`src/design/assert_macros.svh`:
```
// ----------------------------------------------------------------------------
// assert_macros.svh
// Shared concurrent assertion macros, clocked on aclk, off during reset.
// ----------------------------------------------------------------------------
`ifndef ASSERT_MACROS_SVH
`define ASSERT_MACROS_SVH

// same-cycle implication
`define ASSERT_NOW(lbl, ante, cons) \
    lbl: assert property (@(posedge aclk) disable iff (!aresetn) (ante) |-> (cons)) \
        else $error("assertion failed");

// next-cycle implication
`define ASSERT_NEXT(lbl, ante, cons) \
    lbl: assert property (@(posedge aclk) disable iff (!aresetn) (ante) |=> (cons)) \
        else $error("assertion failed");

`endif

```
`src/design/sdpfa_pkg.sv`:
```
// ----------------------------------------------------------------------------
// sdpfa_pkg
// Constants and types for the soft-disk pair force accumulator.
// ----------------------------------------------------------------------------
package sdpfa_pkg;

    localparam int POS_FRAC_BITS_DEF = 16;

    localparam int CFG_IDX_W  = 1;
    localparam int CFG_DATA_W = 24;
    localparam logic [CFG_IDX_W-1:0] CFG_BOX_SIZE  = 1'b0;
    localparam logic [CFG_IDX_W-1:0] CFG_STIFFNESS = 1'b1;

    localparam logic [8:0]  BOX_RESET   = 9'd64;
    localparam logic [23:0] STIFF_RESET = 24'd65536;

    localparam int S_DATA_W = 144;
    localparam int M_DATA_W = 104;

    // command to the iterative root/divide unit
    typedef struct packed {
        logic start;
        logic is_sqrt;
    } iu_cmd_t;

    // saturate a 33-bit sum to the signed 32-bit range
    function automatic logic signed [31:0] sat32(input logic signed [32:0] v);
        logic signed [31:0] r;
        if (v > 33'sh0_7FFF_FFFF) begin
            r = 32'sh7FFF_FFFF;
        end else if (v < -33'sh0_8000_0000) begin
            r = 32'sh8000_0000;
        end else begin
            r = v[31:0];
        end
        return r;
    endfunction

endpackage

```
`src/design/sdpfa_iter_unit.sv`:
```
// ----------------------------------------------------------------------------
// sdpfa_iter_unit
// Shared compare-subtract unit: bit-serial integer square root or
// restoring division, one result bit per cycle; done is registered and
// rises together with the last result bit.
// ----------------------------------------------------------------------------
module sdpfa_iter_unit #(
    parameter int FRAC = sdpfa_pkg::POS_FRAC_BITS_DEF
) (
    input  logic                   aclk,
    input  logic                   aresetn,
    input  sdpfa_pkg::iu_cmd_t     cmd,
    input  logic [2*FRAC+1:0]      rad,
    input  logic [FRAC:0]          num,
    input  logic [FRAC:0]          den,
    output logic                   done,
    output logic [FRAC:0]          res
);
    import sdpfa_pkg::*;

    localparam int N  = FRAC + 1;
    localparam int RW = FRAC + 3;
    localparam int CW = $clog2(N + 1);

    logic          active_reg, active_next;
    logic          done_reg, done_next;
    logic          sqrt_reg, sqrt_next;
    logic [CW-1:0] cnt_reg, cnt_next;
    logic [RW-1:0] rem_reg, rem_next;
    logic [N-1:0]  root_reg, root_next;
    logic [2*N-1:0] src_reg, src_next;
    logic [N-1:0]  den_reg, den_next;

    logic [RW-1:0] rem2, op_a, op_b, diff, keep;
    logic          ge;

    always_comb begin
        rem2 = {rem_reg[RW-3:0], src_reg[2*N-1:2*N-2]};
        op_a = sqrt_reg ? rem2 : rem_reg;
        op_b = sqrt_reg ? {root_reg, 2'b01} : RW'(den_reg);
        ge   = (op_a >= op_b);
        diff = op_a - op_b;
        keep = ge ? diff : op_a;
    end

    always_comb begin
        active_next = active_reg;
        done_next   = 1'b0;
        sqrt_next   = sqrt_reg;
        cnt_next    = cnt_reg;
        rem_next    = rem_reg;
        root_next   = root_reg;
        src_next    = src_reg;
        den_next    = den_reg;
        if (cmd.start) begin
            active_next = 1'b1;
            sqrt_next   = cmd.is_sqrt;
            cnt_next    = '0;
            rem_next    = cmd.is_sqrt ? '0 : RW'(num);
            root_next   = '0;
            src_next    = rad;
            den_next    = den;
        end else if (active_reg) begin
            root_next = {root_reg[N-2:0], ge};
            src_next  = {src_reg[2*N-3:0], 2'b00};
            rem_next  = sqrt_reg ? keep : {keep[RW-2:0], 1'b0};
            cnt_next  = cnt_reg + CW'(1);
            if (cnt_reg == CW'(N - 1)) begin
                active_next = 1'b0;
                done_next   = 1'b1;
            end
        end
    end

    always_ff @(posedge aclk) begin
        if (!aresetn) begin
            active_reg <= 1'b0;
            done_reg   <= 1'b0;
            cnt_reg    <= '0;
        end else begin
            active_reg <= active_next;
            done_reg   <= done_next;
            cnt_reg    <= cnt_next;
        end
        sqrt_reg <= sqrt_next;
        rem_reg  <= rem_next;
        root_reg <= root_next;
        src_reg  <= src_next;
        den_reg  <= den_next;
    end

    assign done = done_reg;
    assign res  = root_reg;

endmodule

```
`src/design/soft_disk_pair_force_accumulator.sv`:
```
// ----------------------------------------------------------------------------
// soft_disk_pair_force_accumulator
// Harmonic soft-disk pair repulsion with minimum-image wrap, force
// accumulation and a torque from the summed force on the last pair.
// ----------------------------------------------------------------------------
// Usage:
//   s_* carries one (self, other) pair per transfer; s_tuser marks the first
//   pair of a run (clears the force sums), s_tlast the last (emits a result).
//   m_* carries one result per run: force_x, force_y and torque_out.
//   cfg_we/cfg_idx/cfg_data write box_size (0) and stiffness (1); write only
//   while the block is idle.
// Processing:
//   A pair whose wrapped separation lies outside the unit square skips the
//   distance check; one inside it but beyond unit distance, or at zero
//   distance, skips the force. One in range runs one square root and two
//   divisions through the single shared compare-subtract unit. A last pair
//   adds the torque, done on the same shared multiplier. s_tready is high
//   only between pairs.
// Reset:
//   aresetn (synchronous, low) zeroes the sums, restores box_size 64 and
//   stiffness 1.0, and drops m_tvalid.
// Stall:
//   A result waits in the output register; the next pair is still taken and
//   processed, and only its own result holds until the previous one leaves.
// ----------------------------------------------------------------------------
`include "assert_macros.svh"

module soft_disk_pair_force_accumulator #(
    parameter int POS_FRAC_BITS = sdpfa_pkg::POS_FRAC_BITS_DEF
) (
    input  logic                                aclk,
    input  logic                                aresetn,
    input  logic                                cfg_we,
    input  logic [sdpfa_pkg::CFG_IDX_W-1:0]     cfg_idx,
    input  logic [sdpfa_pkg::CFG_DATA_W-1:0]    cfg_data,
    input  logic                                s_tvalid,
    output logic                                s_tready,
    // self_x, self_y, other_x, other_y, center_x, center_y (24 bit each)
    input  logic [sdpfa_pkg::S_DATA_W-1:0]      s_tdata,
    // first_pair
    input  logic                                s_tuser,
    input  logic                                s_tlast,
    output logic                                m_tvalid,
    input  logic                                m_tready,
    // force_x (32), force_y (32), torque_out (40)
    output logic [sdpfa_pkg::M_DATA_W-1:0]      m_tdata
);
    import sdpfa_pkg::*;

    localparam int F  = POS_FRAC_BITS;
    localparam int N  = F + 1;
    localparam int WW = ((F + 9 > 25) ? F + 9 : 25) + 2;
    localparam int MB = (F + 2 > 25) ? F + 2 : 25;
    localparam int PW = 33 + MB;
    localparam int DL = 2 * F + 2;

    localparam logic [4:0] S_IDLE = 5'd0;
    localparam logic [4:0] S_WRAP = 5'd1;
    localparam logic [4:0] S_SQX  = 5'd2;
    localparam logic [4:0] S_SQY  = 5'd3;
    localparam logic [4:0] S_CHK  = 5'd4;
    localparam logic [4:0] S_SQRT = 5'd5;
    localparam logic [4:0] S_MAG  = 5'd6;
    localparam logic [4:0] S_DIVX = 5'd7;
    localparam logic [4:0] S_MULX = 5'd8;
    localparam logic [4:0] S_ADDX = 5'd9;
    localparam logic [4:0] S_DIVY = 5'd10;
    localparam logic [4:0] S_MULY = 5'd11;
    localparam logic [4:0] S_ADDY = 5'd12;
    localparam logic [4:0] S_LAST = 5'd13;
    localparam logic [4:0] S_T1   = 5'd14;
    localparam logic [4:0] S_T2   = 5'd15;
    localparam logic [4:0] S_T3   = 5'd16;
    localparam logic [4:0] S_T4   = 5'd17;

    logic [4:0]  state_reg, state_next;
    logic [8:0]  box_reg;
    logic [23:0] stiff_reg;

    logic signed [23:0] sx_reg, sy_reg, ox_reg, oy_reg;
    logic signed [24:0] rx_reg, ry_reg;
    logic               last_reg;
    logic signed [WW-1:0] dx_reg, dy_reg;
    logic signed [PW-1:0] prod_reg, acc_reg;
    logic [N-1:0]       d_reg;
    logic [23:0]        mag_reg;
    logic signed [31:0] sum_x_reg, sum_y_reg;
    logic               mvalid_reg;
    logic [M_DATA_W-1:0] mdata_reg;

    logic s_acc, out_free;
    assign s_tready = (state_reg == S_IDLE);
    assign s_acc    = s_tvalid && s_tready;
    assign out_free = !mvalid_reg || m_tready;

    // minimum-image wrap, applied once
    function automatic logic signed [WW-1:0] wrap_f(input logic signed [WW-1:0] d,
                                                    input logic signed [WW-1:0] len,
                                                    input logic signed [WW-1:0] half);
        logic signed [WW-1:0] r;
        if (d > half) begin
            r = d - len;
        end else if (d < -half) begin
            r = d + len;
        end else begin
            r = d;
        end
        return r;
    endfunction

    logic [8:0]           box_c;
    logic signed [WW-1:0] len_w, half_w, one_w, wx, wy;
    logic                 near;
    always_comb begin
        if (box_reg < 9'd2) begin
            box_c = 9'd2;
        end else if (box_reg > 9'd256) begin
            box_c = 9'd256;
        end else begin
            box_c = box_reg;
        end
        len_w  = WW'(box_c) << F;
        half_w = WW'(box_c) << (F - 1);
        one_w  = WW'(1) << F;
        wx = wrap_f(WW'(sx_reg) - WW'(ox_reg), len_w, half_w);
        wy = wrap_f(WW'(sy_reg) - WW'(oy_reg), len_w, half_w);
        near = (wx >= -one_w) && (wx <= one_w) && (wy >= -one_w) && (wy <= one_w);
    end

    // distance check
    logic [PW-1:0] dl2_full;
    logic [DL-1:0] dl2, one_sq;
    logic          dl_ok;
    assign dl2_full = acc_reg + prod_reg;
    assign dl2      = dl2_full[DL-1:0];
    assign one_sq   = DL'(1) << (2 * F);
    assign dl_ok    = (dl2 != '0) && (dl2 <= one_sq);

    logic [N-1:0] abs_x, abs_y, one_n, one_minus_d;
    assign abs_x       = dx_reg[WW-1] ? N'(-dx_reg) : N'(dx_reg);
    assign abs_y       = dy_reg[WW-1] ? N'(-dy_reg) : N'(dy_reg);
    assign one_n       = N'(1) << F;
    assign one_minus_d = one_n - d_reg;

    // shared iterative root/divide unit
    iu_cmd_t      iu_cmd;
    logic         iu_done;
    logic [N-1:0] iu_res, iu_num;
    always_comb begin
        iu_cmd.start   = (state_reg == S_CHK && dl_ok) || (state_reg == S_MAG)
                      || (state_reg == S_ADDX);
        iu_cmd.is_sqrt = (state_reg == S_CHK);
        iu_num         = (state_reg == S_ADDX) ? abs_y : abs_x;
    end

    sdpfa_iter_unit #(.FRAC(F)) u_iter (
        .aclk    (aclk),
        .aresetn (aresetn),
        .cmd     (iu_cmd),
        .rad     (dl2),
        .num     (iu_num),
        .den     (d_reg),
        .done    (iu_done),
        .res     (iu_res)
    );

    // shared multiplier, registered product
    logic signed [32:0]   mul_a;
    logic signed [MB-1:0] mul_b;
    logic                 mul_en;
    always_comb begin
        mul_a  = '0;
        mul_b  = '0;
        mul_en = 1'b1;
        case (state_reg)
            S_SQX: begin
                mul_a = 33'($signed(dx_reg[F+1:0]));
                mul_b = MB'($signed(dx_reg[F+1:0]));
            end
            S_SQY: begin
                mul_a = 33'($signed(dy_reg[F+1:0]));
                mul_b = MB'($signed(dy_reg[F+1:0]));
            end
            S_MAG: begin
                mul_a = 33'(stiff_reg);
                mul_b = MB'(one_minus_d);
            end
            S_MULX, S_MULY: begin
                mul_a = 33'(mag_reg);
                mul_b = MB'(iu_res);
            end
            S_T1: begin
                mul_a = 33'(sum_y_reg);
                mul_b = MB'(rx_reg);
            end
            S_T2: begin
                mul_a = 33'(sum_x_reg);
                mul_b = MB'(ry_reg);
            end
            default: begin
                mul_en = 1'b0;
            end
        endcase
    end

    // force component with sign of the separation
    logic [23:0]        f_mag;
    logic signed [32:0] comp_x, comp_y;
    assign f_mag  = prod_reg[F+23:F];
    assign comp_x = dx_reg[WW-1] ? -33'(f_mag) : 33'(f_mag);
    assign comp_y = dy_reg[WW-1] ? -33'(f_mag) : 33'(f_mag);

    // torque: truncate toward zero, saturate to 40 bits
    logic [PW-1:0]      t_abs, t_sh;
    logic signed [39:0] tq;
    always_comb begin
        t_abs = acc_reg[PW-1] ? PW'(-acc_reg) : PW'(acc_reg);
        t_sh  = t_abs >> F;
        if (!acc_reg[PW-1]) begin
            tq = (t_sh > PW'(40'h7F_FFFF_FFFF)) ? 40'sh7F_FFFF_FFFF : 40'(t_sh);
        end else begin
            tq = (t_sh > PW'(40'h80_0000_0000)) ? 40'sh80_0000_0000 : -40'(t_sh);
        end
    end

    always_comb begin
        state_next = state_reg;
        case (state_reg)
            S_IDLE: if (s_acc) state_next = S_WRAP;
            S_WRAP: state_next = near ? S_SQX : S_LAST;
            S_SQX:  state_next = S_SQY;
            S_SQY:  state_next = S_CHK;
            S_CHK:  state_next = dl_ok ? S_SQRT : S_LAST;
            S_SQRT: if (iu_done) state_next = S_MAG;
            S_MAG:  state_next = S_DIVX;
            S_DIVX: if (iu_done) state_next = S_MULX;
            S_MULX: state_next = S_ADDX;
            S_ADDX: state_next = S_DIVY;
            S_DIVY: if (iu_done) state_next = S_MULY;
            S_MULY: state_next = S_ADDY;
            S_ADDY: state_next = S_LAST;
            S_LAST: state_next = last_reg ? S_T1 : S_IDLE;
            S_T1:   state_next = S_T2;
            S_T2:   state_next = S_T3;
            S_T3:   state_next = S_T4;
            S_T4:   if (out_free) state_next = S_IDLE;
            default: state_next = S_IDLE;
        endcase
    end

    always_ff @(posedge aclk) begin
        if (!aresetn) begin
            state_reg  <= S_IDLE;
            box_reg    <= BOX_RESET;
            stiff_reg  <= STIFF_RESET;
            sum_x_reg  <= '0;
            sum_y_reg  <= '0;
            mvalid_reg <= 1'b0;
        end else begin
            state_reg <= state_next;
            if (cfg_we) begin
                case (cfg_idx)
                    CFG_BOX_SIZE:  box_reg   <= cfg_data[8:0];
                    CFG_STIFFNESS: stiff_reg <= cfg_data;
                    default: ;
                endcase
            end
            if (s_acc && s_tuser) begin
                sum_x_reg <= '0;
                sum_y_reg <= '0;
            end
            if (state_reg == S_ADDX) sum_x_reg <= sat32(33'(sum_x_reg) + comp_x);
            if (state_reg == S_ADDY) sum_y_reg <= sat32(33'(sum_y_reg) + comp_y);
            if (state_reg == S_T4 && out_free) begin
                mvalid_reg <= 1'b1;
            end else if (m_tready) begin
                mvalid_reg <= 1'b0;
            end
        end

        if (s_acc) begin
            sx_reg   <= s_tdata[23:0];
            sy_reg   <= s_tdata[47:24];
            ox_reg   <= s_tdata[71:48];
            oy_reg   <= s_tdata[95:72];
            rx_reg   <= 25'($signed(s_tdata[23:0])) - 25'($signed(s_tdata[119:96]));
            ry_reg   <= 25'($signed(s_tdata[47:24])) - 25'($signed(s_tdata[143:120]));
            last_reg <= s_tlast;
        end
        if (state_reg == S_WRAP) begin
            dx_reg <= wx;
            dy_reg <= wy;
        end
        if (mul_en) prod_reg <= PW'(mul_a) * PW'(mul_b);
        if (state_reg == S_SQY || state_reg == S_T2) acc_reg <= prod_reg;
        if (state_reg == S_T3) acc_reg <= acc_reg - prod_reg;
        if (state_reg == S_SQRT && iu_done) d_reg <= iu_res;
        if (state_reg == S_DIVX && iu_done) mag_reg <= prod_reg[F+23:F];
        if (state_reg == S_T4 && out_free) begin
            mdata_reg <= {tq, sum_y_reg, sum_x_reg};
        end
    end

    assign m_tvalid = mvalid_reg;
    assign m_tdata  = mdata_reg;

    `ASSERT_NOW(a_iu_done_state, iu_done,
        state_reg == S_SQRT || state_reg == S_DIVX || state_reg == S_DIVY)
    `ASSERT_NEXT(a_accept_wrap, s_acc, state_reg == S_WRAP)
    `ASSERT_NEXT(a_result_held, state_reg == S_T4 && mvalid_reg && !m_tready,
        state_reg == S_T4 && mvalid_reg)

endmodule

```
`config.mk`:
```
export PLATFORM = sky130hd
export DESIGN_NAME = soft_disk_pair_force_accumulator
export DESIGN_NICKNAME = d
export VERILOG_FILES = /design/src/design/sdpfa_pkg.sv /design/src/design/sdpfa_iter_unit.sv /design/src/design/soft_disk_pair_force_accumulator.sv
export VERILOG_INCLUDE_DIRS = /design/src /design/src/design
export SDC_FILE = /design/constraint.sdc
export NUM_CORES = 2
export LEC_CHECK = 0
export ABC_CLOCK_PERIOD_IN_PS = 12100
export BUFFER_PORTS_ARGS = -buffer_cell sky130_fd_sc_hd__buf_2
export CORE_MARGIN = 3
export CORE_UTILIZATION = 45
export DETAILED_ROUTE_END_ITERATION = 10
export SETUP_SLACK_MARGIN = 0.1
export SLEW_MARGIN = 30
export SYNTH_ARGS = -nofsm -noshare
export SYNTH_HDL_FRONTEND = slang
export SYNTH_SLANG_ARGS = --single-unit
```
`constraint.sdc`:
```
create_clock -name aclk -period 12.1 [get_ports aclk]
set_input_delay 0.605 -clock aclk [delete_from_list [all_inputs] [get_ports aclk]]
set_output_delay 0.605 -clock aclk [all_outputs]
set_load 0.01 [all_outputs]
```
==> results.sh <==
export IMPL_yosysWarnings=0
export IMPL_layout_setup_ws_ps=838.2
export IMPL_p_int_w=0.007185
export IMPL_post_cts_buffers=0
export IMPL_cp_required_ps=12510
export IMPL_cp_end_kind="flop"
export IMPL_gp_congestion=0.9822
export IMPL_status="finished, final reports clean"
export IMPL_layout_commonest_cell="inv_1"
export IMPL_synth_main_ff_cell="edfxtp_1"
export IMPL_synth_edf_count=517
export IMPL_htreeDepth=3
export IMPL_switching_share_pct=45.77
export IMPL_cts_sinks=644
export IMPL_max_stage_delay_ps=710
export IMPL_grt_max_degree=77
export IMPL_ctsHoldBuffers=0
export IMPL_pre_cts_slack_ps=907.0
export IMPL_yosys_cell_types_count=105
export IMPL_critical_path_class="reg2reg"
export IMPL_insertion_delay_ps=710
export IMPL_cts_resized=0
export IMPL_grt_util_all_layers_pct=29.76
export IMPL_peakVddDrop_uv=155.4
export IMPL_first_global_vias=58217
export IMPL_seqPwrFrac_pct=26.6
export IMPL_hold_viol_final=0
export IMPL_rows=146
export IMPL_fin_crit_sh_pct=93.07
export IMPL_ant_nets=0
export IMPL_core_mm2=0.1587
export IMPL_setup_viol=0
export IMPL_via_count=58584
export IMPL_fmax_mhz=88.80
export IMPL_grt_antenna_before_repair=13
export IMPL_dieArea_mm2=0.1650
export IMPL_worstMarginPinSlew_ps=1033
export IMPL_crit_path_start_kind="flop"
export IMPL_portBuffers=281
export IMPL_route_detailed_drc=0
export IMPL_layout_common_cells="inv_1 (1245), fa_1 (839), nand2_1 (831)"
export IMPL_overflow=0
export IMPL_p_clk_share_pct=18.9
export IMPL_leakage_nw=35.71
export IMPL_cts_buffers=79
export IMPL_met3_length_um=23510
export IMPL_die_h_um=406.2
export IMPL_drt_iter0_drc=5783
export IMPL_cts_root_buffer="clkbuf_16"
export IMPL_p_comb_share_pct=54.5
export IMPL_syn_area_mm2=0.07205
export IMPL_min_period_ps=11260
export IMPL_nets=9509
export IMPL_clockBufferDepth=3
export IMPL_path_clk_slew_ps=60
export IMPL_ys_ff_latch=644
export IMPL_met2_length_um=106200
export IMPL_initial_core_util_pct=45.39
export IMPL_slew_viol_final=0
export IMPL_syn2layout_area_growth_pct=9.407
export IMPL_dp_hpwl_um=196300
export IMPL_relSlewSlack_pct=30.79
export IMPL_hold_path_class="in2reg"
export IMPL_syn_avg_cell_area_um2=9.220
export IMPL_tns_ps=0
export IMPL_critPathMaxFanout=39
export IMPL_power_density_mw_per_mm2=168.0
export IMPL_finClkSkew_ps=43.20
export IMPL_largest_reg_flops=104
export IMPL_drt_first_pass_iters=9
export IMPL_viasPerCell=5.784
export IMPL_rsz0062_at_grt="no"
export IMPL_p_sw_w=0.006063
export IMPL_ios=282
export IMPL_final_layout_size_suffix_gt1_share_pct=9.246
export IMPL_cpMaxStageDelayCell="dfxtp_1"
export IMPL_routed_wl_um=244900
export IMPL_wire_per_inst_um=24.18
export IMPL_yosysSeqAreaShare_pct=25.07
export IMPL_tritoncts="built"
export IMPL_synthArstFlopShare_pct=0
export IMPL_dieWidth_um=406.2
export IMPL_cp_data_arrival_time_ps=11670
export IMPL_routed_top_layer="met5"
export IMPL_drt_met1_wl_um=105800
export IMPL_max_cap_viol_count=0
export IMPL_grt_pass1_wl_um=368400
export IMPL_synthCells=7815
==> cells in the mapped netlist, drive strengths merged, types with 15 or more instances <==
cell       n  area [um^2]
inv     1246         4677
nand3    112        573.1
and3      44        276.5
a21o     126        947.2
nor2b     78        495.5
xnor2    289         2531
o31ai     39        292.8
buf       39        202.7
xor2      96        840.8
a21oi    362         1812
or3       62        387.9
fa       839        16800
a221oi    43        376.6
a22o      28        245.2
a31o      16        140.1
a31oi     65        406.6
edfxtp   517        15520
nand4     41        262.8
nor4      44        294.0
ha       514         6431
a211oi    39        307.8
clkbuf   289         1097
a22oi     37        282.8
dfxtp    127         2542
mux4      15        337.8
nand2    834         3138
nor3     138        690.7
a221o     55        554.3
and2      52        325.3
o21a      53        397.9
o21ai    319         1597
mux2i     59        590.6
mux2      48        540.5
nand2b    88        550.5
o311ai    21        183.9
o21bai    49        367.9
o211ai    21        157.7
o22ai     18        112.6
a21boi    26        195.2
or4       24        187.7
nor2     694         2608
or2       42        262.8
==> power by group through the flow <==
stage / Clock, W / Combinational, W / Sequential, W
finish: 0.00250 / 0.00722 / 0.00353
global route: 0.00264 / 0.00793 / 0.00356
detailed placement: 0 / 0.00705 / 0.00355
global placement: 0 / 0.00697 / 0.00355
floorplan: 0 / 0.00513 / 0.00330
CTS: 0.00257 / 0.00710 / 0.00351
==> metrics by stage <==
stage	cells	hold WS, ps	util, %	power (W)	instance area [um^2]
after floorplan	7818	424.4	-	0.008430	72070
after global placement	9971	449.4	47.90	0.01052	76030
after detailed placement	9971	447.1	47.91	0.01060	76050
after CTS	10119	10.04	49.63	0.01318	78780
after global routing	10124	37.51	49.65	0.01413	78820
final	10128	69.85	49.66	0.01325	78830
==> worst paths after layout <==
path,startpoint,endpoint,slack (ps),cells past startpoint
min reg2reg,stiff_reg[9],stiff_reg[9],450,2
max reg2reg,state_reg[0],prod_reg[57],840,36
max,state_reg[0],prod_reg[57],840,36
min,s_tdata[71],ox_reg[23],70,1
==> final cells by class <==
| class | count | area (um^2) |
|---|---|---|
| well taps | 2072 | 2592 |
| fillers | 14851 | 79910 |
| inverters | 1248 | 4684 |
| multi-input cells | 5597 | 48340 |
| flip-flops and latches | 644 | 18070 |
| repair buffers | 410 | 2391 |
| clock inverters | 42 | 489.2 |
| diodes | 9 | 22.52 |
| clock buffers | 106 | 2243 |
==> kinds of logic (layout without fill, tap and decap cells) <==
group           after synthesis  count (layout)  synth area share (%)
other cells                   1              13              0.005204
mux                         122             122                 2.039
fa+ha+maj                  1353            1353                 32.24
compound gates             1434            1434                 13.13
simple gates               2299            2299                 14.52
buf+inv                    1577            1806                 8.319
xor+xnor                    385             385                 4.680
flops                       644             644                 25.07
==> per-layer routing <==
metal  vias to the layer above  track usage, %
li1                      26426               -
met1                     29185           42.74
met2                      2581           45.16
met3                       390           5.660
met4                         2           9.901
met5                         -               0
==> critical path, delay by kind of cell (launching register included) <==
family                     cells  cell delay (ps)
AOI/OAI and AO/OA             15             4050
adders and majority gates      8             4020
and+or+nand+nor                4             1160
buffers and inverters          8              890
DFF                            1              710
xor gates and xnor gates       1              130
No activity file was read; power rests on OpenSTA's default activity.
